**config.mk**
```make
export PLATFORM = sky130hd
export DESIGN_NAME = glucose_alarm_supervisor
export DESIGN_NICKNAME = d
export VERILOG_FILES = /design/src/sv/gas_pkg.sv /design/src/sv/gas_ctrl.sv /design/src/sv/gas_dp.sv /design/src/sv/glucose_alarm_supervisor.sv
export SDC_FILE = /design/constraint.sdc
export NUM_CORES = 2
export LEC_CHECK = 0
export BUFFER_PORTS_ARGS = -buffer_cell sky130_fd_sc_hd__buf_4
export CORE_MARGIN = 1.5
export CORE_UTILIZATION = 60
export DETAILED_ROUTE_END_ITERATION = 8
export PLACE_DENSITY = 0.78
export SYNTH_ARGS = -nofsm -noshare
export SYNTH_HDL_FRONTEND = slang
export SYNTH_SLANG_ARGS = --single-unit
```
**constraint.sdc**
```tcl
create_clock -name clk -period 19.1 [get_ports clk]
set_input_delay 1.91 -clock clk [delete_from_list [all_inputs] [get_ports clk]]
set_output_delay 1.91 -clock clk [all_outputs]
set_load 0.02 [all_outputs]
```
**src/sv/gas_pkg.sv**
```systemverilog
package gas_pkg;

  // Event codes carried in the kind field of a request.
  localparam logic [1:0] KIND_TICK   = 2'd0;
  localparam logic [1:0] KIND_PRESS  = 2'd1;
  localparam logic [1:0] KIND_CLEAR  = 2'd2;

  // Alarm levels.
  localparam logic [2:0] LVL_NONE       = 3'd0;
  localparam logic [2:0] LVL_WARN_LOW   = 3'd1;
  localparam logic [2:0] LVL_WARN_HIGH  = 3'd2;
  localparam logic [2:0] LVL_NO_DATA    = 3'd3;
  localparam logic [2:0] LVL_ALARM_LOW  = 3'd4;
  localparam logic [2:0] LVL_ALARM_HIGH = 3'd5;

  // Sound request codes.
  localparam logic [1:0] SND_NONE  = 2'd0;
  localparam logic [1:0] SND_WARN  = 2'd1;
  localparam logic [1:0] SND_ALARM = 2'd2;

  // Register indexes on the configuration port.
  localparam logic [2:0] REG_ALARMS_ENABLED  = 3'd0;
  localparam logic [2:0] REG_ALARM_LOW       = 3'd1;
  localparam logic [2:0] REG_WARN_LOW        = 3'd2;
  localparam logic [2:0] REG_ALARM_HIGH      = 3'd3;
  localparam logic [2:0] REG_WARN_HIGH       = 3'd4;
  localparam logic [2:0] REG_STALE_MINUTES   = 3'd5;
  localparam logic [2:0] REG_REPEAT_MINUTES  = 3'd6;
  localparam logic [2:0] REG_SNOOZE_UNIT     = 3'd7;

  localparam int unsigned ADDR_W = 5;

  // Time constants and limits.
  localparam logic [31:0] MS_PER_SEC      = 32'd1000;
  localparam logic [31:0] PRESS_WINDOW_MS = 32'd2000;
  localparam logic [15:0] MS_PER_MIN      = 16'd60000;
  localparam logic [31:0] ROUND_UP_MS     = 32'd59999;
  localparam logic [9:0]  LOW_VALID_MIN   = 10'd10;
  localparam logic [2:0]  MAX_STEP        = 3'd4;
  localparam logic [9:0]  LEFT_MAX        = 10'd1023;

  // Rounded-up time at or above this gives more than 1023 minutes.
  localparam logic [31:0] LEFT_SAT_MS = 32'd61440000;
  // ceil(2^32 / 1875); exact quotient for dividends below 2^21.
  localparam logic [21:0] RECIP_1875 = 22'd2290650;

  typedef struct packed {
    logic [1:0]  kind;
    logic [31:0] now_ms;
    logic        have_reading;
    logic [9:0]  glucose_mgdl;
    logic [9:0]  reading_age_min;
  } evt_t;

  typedef struct packed {
    logic [2:0] alarm_level;
    logic       evaluated;
    logic       changed;
    logic [1:0] sound_request;
    logic [2:0] snooze_step;
    logic [9:0] snooze_left_min;
  } res_t;

  typedef struct packed {
    logic       alarms_enabled;
    logic [9:0] alarm_low_level;
    logic [9:0] warn_low_level;
    logic [9:0] alarm_high_level;
    logic [9:0] warn_high_level;
    logic [9:0] stale_minutes;
    logic [7:0] repeat_minutes;
    logic [7:0] snooze_unit_minutes;
  } cfg_t;

  typedef struct packed {
    logic load;
    logic eval;
    logic scale;
    logic commit;
    logic divide;
    logic finish;
  } cmd_t;

  typedef enum logic [2:0] {
    ST_IDLE,
    ST_EVAL,
    ST_SCALE,
    ST_COMMIT,
    ST_DIV,
    ST_FINISH
  } state_t;

endpackage

```
**src/sv/gas_ctrl.sv**
```systemverilog
module gas_ctrl (
  input  logic          clk,
  input  logic          rst,
  input  logic          evt_valid,
  input  logic          out_free,
  output logic          evt_stall,
  output gas_pkg::cmd_t cmd
);

  gas_pkg::state_t state;
  gas_pkg::state_t state_next;

  always_ff @(posedge clk) begin
    if (rst) begin
      state <= gas_pkg::ST_IDLE;
    end else begin
      state <= state_next;
    end
  end

  always_comb begin
    state_next = state;
    case (state)
      gas_pkg::ST_IDLE: begin
        if (evt_valid) begin
          state_next = gas_pkg::ST_EVAL;
        end
      end
      gas_pkg::ST_EVAL:   state_next = gas_pkg::ST_SCALE;
      gas_pkg::ST_SCALE:  state_next = gas_pkg::ST_COMMIT;
      gas_pkg::ST_COMMIT: state_next = gas_pkg::ST_DIV;
      gas_pkg::ST_DIV:    state_next = gas_pkg::ST_FINISH;
      gas_pkg::ST_FINISH: begin
        if (out_free) begin
          state_next = gas_pkg::ST_IDLE;
        end
      end
      default: state_next = gas_pkg::ST_IDLE;
    endcase
  end

  always_comb begin
    cmd       = '0;
    evt_stall = 1'b1;
    case (state)
      gas_pkg::ST_IDLE: begin
        evt_stall = 1'b0;
        cmd.load  = evt_valid;
      end
      gas_pkg::ST_EVAL:   cmd.eval   = 1'b1;
      gas_pkg::ST_SCALE:  cmd.scale  = 1'b1;
      gas_pkg::ST_COMMIT: cmd.commit = 1'b1;
      gas_pkg::ST_DIV:    cmd.divide = 1'b1;
      gas_pkg::ST_FINISH: cmd.finish = out_free;
      default: begin
        evt_stall = 1'b1;
      end
    endcase
  end

endmodule

```
**src/sv/gas_dp.sv**
```systemverilog
module gas_dp (
  input  logic          clk,
  input  logic          rst,
  input  gas_pkg::cfg_t cfg,
  input  gas_pkg::cmd_t cmd,
  input  gas_pkg::evt_t evt,
  output logic          out_free,
  output logic          res_valid,
  input  logic          res_stall,
  output gas_pkg::res_t res
);

  // Captured request.
  gas_pkg::evt_t item;

  // Supervisor state.
  logic [31:0] last_eval_time;
  logic [2:0]  level_now;
  logic        has_sounded;
  logic [31:0] last_sound_time;
  logic [31:0] last_press_time;
  logic [2:0]  snooze_multiplier;
  logic [31:0] snooze_expiry;

  // Working registers.
  logic        rate_ok;
  logic [2:0]  lvl_new;
  logic        snz_act_old;
  logic [31:0] since_sound;
  logic [23:0] rep_ms;
  logic [2:0]  mult_new;
  logic [10:0] unit_prod;
  logic        due;
  logic [25:0] snz_ms;
  logic        r_evaluated;
  logic        r_changed;
  logic [1:0]  r_sound;
  logic        left_active;
  logic        left_sat;
  logic [42:0] div_prod;

  // Combinational helpers.
  logic [2:0]  lvl_comb;
  logic        snz_act_comb;
  logic [31:0] eval_gap;
  logic [31:0] press_gap;
  logic [2:0]  mult_comb;
  logic [31:0] exp_gap;
  logic        left_active_comb;
  logic [31:0] left_round;
  logic [20:0] left_scaled;
  logic [9:0]  left_min;

  function automatic logic active_at(input logic [31:0] expiry, input logic [31:0] now);
    logic [31:0] d;
    d = expiry - now;
    return (expiry != 32'd0) && (d != 32'd0) && !d[31];
  endfunction

  always_comb begin
    if (!cfg.alarms_enabled || !item.have_reading) begin
      lvl_comb = gas_pkg::LVL_NONE;
    end else if (item.glucose_mgdl >= gas_pkg::LOW_VALID_MIN &&
                 item.glucose_mgdl <= cfg.alarm_low_level) begin
      lvl_comb = gas_pkg::LVL_ALARM_LOW;
    end else if (item.glucose_mgdl >= gas_pkg::LOW_VALID_MIN &&
                 item.glucose_mgdl <= cfg.warn_low_level) begin
      lvl_comb = gas_pkg::LVL_WARN_LOW;
    end else if (item.glucose_mgdl >= cfg.alarm_high_level) begin
      lvl_comb = gas_pkg::LVL_ALARM_HIGH;
    end else if (item.glucose_mgdl >= cfg.warn_high_level) begin
      lvl_comb = gas_pkg::LVL_WARN_HIGH;
    end else if (item.reading_age_min >= cfg.stale_minutes) begin
      lvl_comb = gas_pkg::LVL_NO_DATA;
    end else begin
      lvl_comb = gas_pkg::LVL_NONE;
    end
  end

  always_comb begin
    eval_gap     = item.now_ms - last_eval_time;
    press_gap    = item.now_ms - last_press_time;
    snz_act_comb = active_at(snooze_expiry, item.now_ms);
    if (press_gap < gas_pkg::PRESS_WINDOW_MS) begin
      mult_comb = (snooze_multiplier >= gas_pkg::MAX_STEP) ? 3'd0 : snooze_multiplier + 3'd1;
    end else begin
      mult_comb = 3'd1;
    end
  end

  // Remaining snooze time: ceil(d / 60000) as floor((d + 59999) / 32 / 1875).
  always_comb begin
    exp_gap          = snooze_expiry - item.now_ms;
    left_active_comb = active_at(snooze_expiry, item.now_ms);
    left_round       = exp_gap + gas_pkg::ROUND_UP_MS;
    left_scaled      = left_round[25:5];
    if (!left_active) begin
      left_min = 10'd0;
    end else if (left_sat) begin
      left_min = gas_pkg::LEFT_MAX;
    end else begin
      left_min = div_prod[41:32];
    end
  end

  always_ff @(posedge clk) begin
    if (cmd.load) begin
      item <= evt;
    end
    if (cmd.eval) begin
      rate_ok     <= eval_gap >= gas_pkg::MS_PER_SEC;
      lvl_new     <= lvl_comb;
      snz_act_old <= snz_act_comb;
      since_sound <= item.now_ms - last_sound_time;
      rep_ms      <= 24'(cfg.repeat_minutes) * 24'(gas_pkg::MS_PER_MIN);
      mult_new    <= mult_comb;
      unit_prod   <= 11'(mult_comb) * 11'(cfg.snooze_unit_minutes);
    end
    if (cmd.scale) begin
      due    <= !has_sounded || (since_sound > {8'd0, rep_ms});
      snz_ms <= 26'(unit_prod) * 26'(gas_pkg::MS_PER_MIN);
    end
    if (cmd.divide) begin
      left_active <= left_active_comb;
      left_sat    <= left_round >= gas_pkg::LEFT_SAT_MS;
      div_prod    <= 43'(left_scaled) * 43'(gas_pkg::RECIP_1875);
    end
  end

  always_ff @(posedge clk) begin
    if (rst) begin
      last_eval_time    <= 32'd0;
      level_now         <= gas_pkg::LVL_NONE;
      has_sounded       <= 1'b0;
      last_sound_time   <= 32'd0;
      last_press_time   <= 32'd0;
      snooze_multiplier <= 3'd0;
      snooze_expiry     <= 32'd0;
      r_evaluated       <= 1'b0;
      r_changed         <= 1'b0;
      r_sound           <= gas_pkg::SND_NONE;
    end else if (cmd.commit) begin
      r_evaluated <= 1'b0;
      r_changed   <= 1'b0;
      r_sound     <= gas_pkg::SND_NONE;
      case (item.kind)
        gas_pkg::KIND_TICK: begin
          if (rate_ok) begin
            last_eval_time <= item.now_ms;
            r_evaluated    <= 1'b1;
            level_now      <= lvl_new;
            r_changed      <= lvl_new != level_now;
            if (lvl_new != gas_pkg::LVL_NONE && !snz_act_old && due) begin
              last_sound_time <= item.now_ms;
              has_sounded     <= 1'b1;
              r_sound <= (lvl_new == gas_pkg::LVL_ALARM_LOW ||
                          lvl_new == gas_pkg::LVL_ALARM_HIGH) ?
                         gas_pkg::SND_ALARM : gas_pkg::SND_WARN;
            end
          end
        end
        gas_pkg::KIND_PRESS: begin
          snooze_multiplier <= mult_new;
          last_press_time   <= item.now_ms;
          snooze_expiry     <= (mult_new == 3'd0) ? 32'd0 : item.now_ms + {6'd0, snz_ms};
          r_changed         <= 1'b1;
        end
        gas_pkg::KIND_CLEAR: begin
          snooze_multiplier <= 3'd0;
          snooze_expiry     <= 32'd0;
          r_changed         <= 1'b1;
        end
        default: begin
          r_changed <= 1'b0;
        end
      endcase
    end
  end

  assign out_free = !res_valid || !res_stall;

  always_ff @(posedge clk) begin
    if (rst) begin
      res_valid <= 1'b0;
    end else if (cmd.finish) begin
      res_valid <= 1'b1;
    end else if (!res_stall) begin
      res_valid <= 1'b0;
    end
  end

  always_ff @(posedge clk) begin
    if (cmd.finish) begin
      res.alarm_level     <= level_now;
      res.evaluated       <= r_evaluated;
      res.changed         <= r_changed;
      res.sound_request   <= r_sound;
      res.snooze_step     <= snooze_multiplier;
      res.snooze_left_min <= left_min;
    end
  end

endmodule

```
**src/sv/glucose_alarm_supervisor.sv**
```systemverilog
// Glucose alarm supervisor. Each request (tick, snooze press or clear) yields exactly one
// result. The controller steps one request through classification, two multiply stages
// for the repeat and snooze intervals, the state update, and a reciprocal multiply that
// gives the remaining snooze minutes, then loads the result into the output register.
// The next request is accepted the cycle after the result is loaded, so requests never
// overlap, and a result left waiting holds back only the request after it. Configuration
// registers sit at byte addresses 4*i on the APB port and are to be written by the user
// only while no request is in flight; the block itself does not enforce this.
module glucose_alarm_supervisor (
  input  logic                       clk,
  input  logic                       rst,
  input  logic                       psel,
  input  logic                       penable,
  input  logic                       pwrite,
  input  logic [gas_pkg::ADDR_W-1:0] paddr,
  input  logic [31:0]                pwdata,
  output logic [31:0]                prdata,
  output logic                       pready,
  input  logic                       evt_valid,
  output logic                       evt_stall,
  input  gas_pkg::evt_t              evt,
  output logic                       res_valid,
  input  logic                       res_stall,
  output gas_pkg::res_t              res
);

  gas_pkg::cfg_t cfg;
  gas_pkg::cmd_t cmd;
  logic          out_free;
  logic [2:0]    reg_idx;

  assign pready  = 1'b1;
  assign reg_idx = paddr[4:2];

  always_ff @(posedge clk) begin
    if (rst) begin
      cfg.alarms_enabled      <= 1'b1;
      cfg.alarm_low_level     <= 10'd55;
      cfg.warn_low_level      <= 10'd80;
      cfg.alarm_high_level    <= 10'd260;
      cfg.warn_high_level     <= 10'd180;
      cfg.stale_minutes       <= 10'd15;
      cfg.repeat_minutes      <= 8'd5;
      cfg.snooze_unit_minutes <= 8'd30;
    end else if (psel && penable && pwrite) begin
      case (reg_idx)
        gas_pkg::REG_ALARMS_ENABLED: cfg.alarms_enabled      <= pwdata[0];
        gas_pkg::REG_ALARM_LOW:      cfg.alarm_low_level     <= pwdata[9:0];
        gas_pkg::REG_WARN_LOW:       cfg.warn_low_level      <= pwdata[9:0];
        gas_pkg::REG_ALARM_HIGH:     cfg.alarm_high_level    <= pwdata[9:0];
        gas_pkg::REG_WARN_HIGH:      cfg.warn_high_level     <= pwdata[9:0];
        gas_pkg::REG_STALE_MINUTES:  cfg.stale_minutes       <= pwdata[9:0];
        gas_pkg::REG_REPEAT_MINUTES: cfg.repeat_minutes      <= pwdata[7:0];
        gas_pkg::REG_SNOOZE_UNIT:    cfg.snooze_unit_minutes <= pwdata[7:0];
        default:                     cfg.alarms_enabled      <= cfg.alarms_enabled;
      endcase
    end
  end

  always_comb begin
    case (reg_idx)
      gas_pkg::REG_ALARMS_ENABLED: prdata = {31'd0, cfg.alarms_enabled};
      gas_pkg::REG_ALARM_LOW:      prdata = {22'd0, cfg.alarm_low_level};
      gas_pkg::REG_WARN_LOW:       prdata = {22'd0, cfg.warn_low_level};
      gas_pkg::REG_ALARM_HIGH:     prdata = {22'd0, cfg.alarm_high_level};
      gas_pkg::REG_WARN_HIGH:      prdata = {22'd0, cfg.warn_high_level};
      gas_pkg::REG_STALE_MINUTES:  prdata = {22'd0, cfg.stale_minutes};
      gas_pkg::REG_REPEAT_MINUTES: prdata = {24'd0, cfg.repeat_minutes};
      gas_pkg::REG_SNOOZE_UNIT:    prdata = {24'd0, cfg.snooze_unit_minutes};
      default:                     prdata = 32'd0;
    endcase
  end

  gas_ctrl u_ctrl (
    .clk       (clk),
    .rst       (rst),
    .evt_valid (evt_valid),
    .out_free  (out_free),
    .evt_stall (evt_stall),
    .cmd       (cmd)
  );

  gas_dp u_dp (
    .clk       (clk),
    .rst       (rst),
    .cfg       (cfg),
    .cmd       (cmd),
    .evt       (evt),
    .out_free  (out_free),
    .res_valid (res_valid),
    .res_stall (res_stall),
    .res       (res)
  );

endmodule

```
==> results_dict.tcl <==
set metrics [dict create \
    antenna_found_initial 0 \
    maxCapViolations 0 \
    cts_tree "done" \
    drc 0 \
    synth-edff-count 179 \
    ant_nets 0 \
    holdPathEnd "u_dp.res[15]" \
    start_util_pct 60.7 \
    worst_pin_slew_ps 1210 \
    r2r.worst_path.cells 34 \
    diodes 0 \
    final.setup.tns_ps 0 \
    fp.dieW_um 247 \
    ys_seq_area_share_pct 26.7 \
    dp_hpwl_mm 66.5 \
    status "finished clean" \
    post-cts-setup-buffer-count 0 \
    area_delta_synth_final_pct 8.93 \
    crit_required_ps 19410 \
    r2r_start "u_dp.item[22]" \
    slew_headroom_pct 19.1 \
    clock-sinks 389 \
    crit_type "flip-flop to flip-flop" \
    clk_pin_slew_ps 60 \
    cts_root_buffer "clkbuf_16" \
    layout_commonest_cell "inv_1" \
    drive_above_1_share_pct 7.24 \
    path_common_cell "fa_1" \
    die-area_um2 61200 \
    ios 154 \
    rsz0062_at_grt "false" \
    cts_max_level 2 \
    grt_max_degree 80 \
    fp-row-count 89 \
    critPathMaxStageDelay_ps 780 \
    netlist_area_um2 35800 \
    crit_arrival_ps 11720 \
    clock_latency_ps 570 \
    via_count 27200 \
    fin_crit_sh_pct 59.7 \
    first_global_vias 26400 \
    firstDrtPassIters 8 \
    min_period_ps 11410 \
    hold_depth 0 \
    dr.first_iter.drc_count 1846 \
    hold_viol_final 0 \
    yosys_warnings 0 \
    cts_buffers 44 \
    synth_ff_type "dfxtp_1" \
    min-delay-path-class "flip-flop to flip-flop" \
    fmax_ghz 0.0876 \
    ys_ff_latch 389 \
    setup_viol 0 \
    final_max_slew_viol_count 0 \
    cts_resized 0 \
    cpMaxStageDelayCell "xnor2_1" \
    r2r_slack_ps 7690 \
    grt_remaining_overflow 0 \
    fin_skew_ps 18.6 \
    fillers 4776 \
    multi_input_area_um2 23500 \
    avgSynthCellArea_um2 9.35 \
    globalplace.congestion 0.999 \
    critPathLaunchType "flip-flop" \
    vias_per_cell 5.72 \
    max-clock-path-buffers 3 \
    path_max_fanout 9 \
    r2r-end "u_dp.div_prod[41]" \
    min_from "u_dp.r_changed" \
    wl_mm 85.4 \
    core_region_area_um2 59000 \
    end_kind "flip-flop" \
    async_flop_share_pct 0 \
    syn_inst 3832 \
    die_y_um 247 \
    port-buffer-count 106 \
    ys_types 99 \
    regArea_um2 9580 \
    grt_pass1_wl_mm 137 \
    holdBufCountCts 0 \
    final_cell_mix "inv_1 (615), ha_1 (549), nand2_1 (317)" \
    final_nets 4829 \
    grt_use_total_pct 28.3 \
    wl_per_cell_um 18.0 \
]
-- cells in the mapped netlist, drive strengths merged, types with 28 or more instances --
master | n | share of area (%)
nor2 | 229 | 2.4
a22oi | 28 | 0.59
inv | 616 | 6.5
xnor2 | 128 | 3.2
xor2 | 50 | 1.2
a21o | 106 | 2.2
nand2 | 318 | 3.3
ha | 549 | 19
a211o | 32 | 0.78
clkbuf | 84 | 0.88
nand3 | 43 | 0.60
o21bai | 29 | 0.61
mux2i | 55 | 1.5
o21ai | 120 | 1.7
dfxtp | 210 | 12
a21oi | 264 | 3.7
nor3 | 49 | 0.68
nor2b | 46 | 0.83
o21a | 36 | 0.75
nand2b | 33 | 0.58
buf | 30 | 0.56
fa | 239 | 13
edfxtp | 179 | 15
-- sequential cells by signal, indices dropped and copies added (netlist names), 10 cells and up --
signal / count
u_dp.res: 20
u_dp.div_prod: 10
u_dp.rep_ms: 19
u_dp.snz_ms: 21
u_dp.last_press_time: 32
u_dp.snooze_expiry: 32
u_dp.since_sound: 32
u_dp.last_eval_time: 32
u_dp.last_sound_time: 32
u_dp.item: 55
u_dp.unit_prod: 11
cfg: 67
-- worst max path at each step --
| stage | slack (ps) | end | from |
|---|---|---|---|
| after global routing | 6880 | u_dp.div_prod[41] | u_dp.item[22] |
| after detailed placement | 7640 | u_dp.div_prod[41] | u_dp.item[22] |
| after floorplan | 9510 | u_dp.div_prod[41] | u_dp.item[21] |
| after global placement | 7840 | u_dp.div_prod[41] | u_dp.item[22] |
| final | 7690 | u_dp.div_prod[41] | u_dp.item[22] |
| after CTS | 7580 | u_dp.div_prod[41] | u_dp.item[22] |
-- worst max-delay path, delay by kind of cell (launching register included) --
kind	cells	cell delay (ps)
buffers and inverters	5	1080
XOR/XNOR	4	1340
AND/OR/NAND/NOR	7	1170
adder cells (fa/ha/maj)	9	3800
flip-flops	1	580
AO/OA/AOI/OAI	9	3190
-- area by class of cell --
type | instances | area share (%)
Timing Repair Buffer | 157 | 3.03
Multi-Input combinational cell | 2734 | 60.3
Tap cell | 773 | 2.48
Inverter | 616 | 5.93
Clock buffer | 59 | 3.29
Clock inverter | 23 | 0.407
Sequential cell | 389 | 24.5
-- through the flow --
step / area (µm²) / worst slack [ps] / util [%] / hold WS, ps / std cells
floorplan: 35900 / 9510 / - / 408 / 3853
global placement: 37600 / 7840 / 63.7 / 421 / 4669
detailed placement: 37600 / 7640 / 63.7 / 423 / 4669
CTS: 39000 / 7580 / 66.1 / 443 / 4751
global route: 39000 / 6880 / 66.1 / 452 / 4751
finish: 39000 / 7690 / 66.1 / 441 / 4751
-- cells by family (layout without fill, tap and decap cells) --
family                   count (synthesis)  in the layout  share of synthesized area, %
other                                    2             23                        0.0210
multiplexers                            63             63                          1.98
XOR/XNOR                               178            178                          4.40
buffers and inverters                  730            855                          7.89
AO/OA/AOI/OAI                          799            799                          14.8
adder cells (fa/ha/maj)                788            788                          32.5
AND/OR/NAND/NOR                        883            883                          11.7
flip-flops                             389            389                          26.7
-- layer usage --
| metal | vias up | global-route usage, % | routed length (µm) |
|---|---|---|---|
| met1 | 13000 | 37.4 | 37500 |
| li1 | 13300 | - | - |
| met5 | - | 0 | 0 |
| met4 | 0 | 11.0 | 3370 |
| met3 | 173 | 3.49 | 4280 |
| met2 | 728 | 47.5 | 40200 |
Power is not shown: default switching activity piles up to over one toggle a cycle in this logic, so the estimate is an artifact.
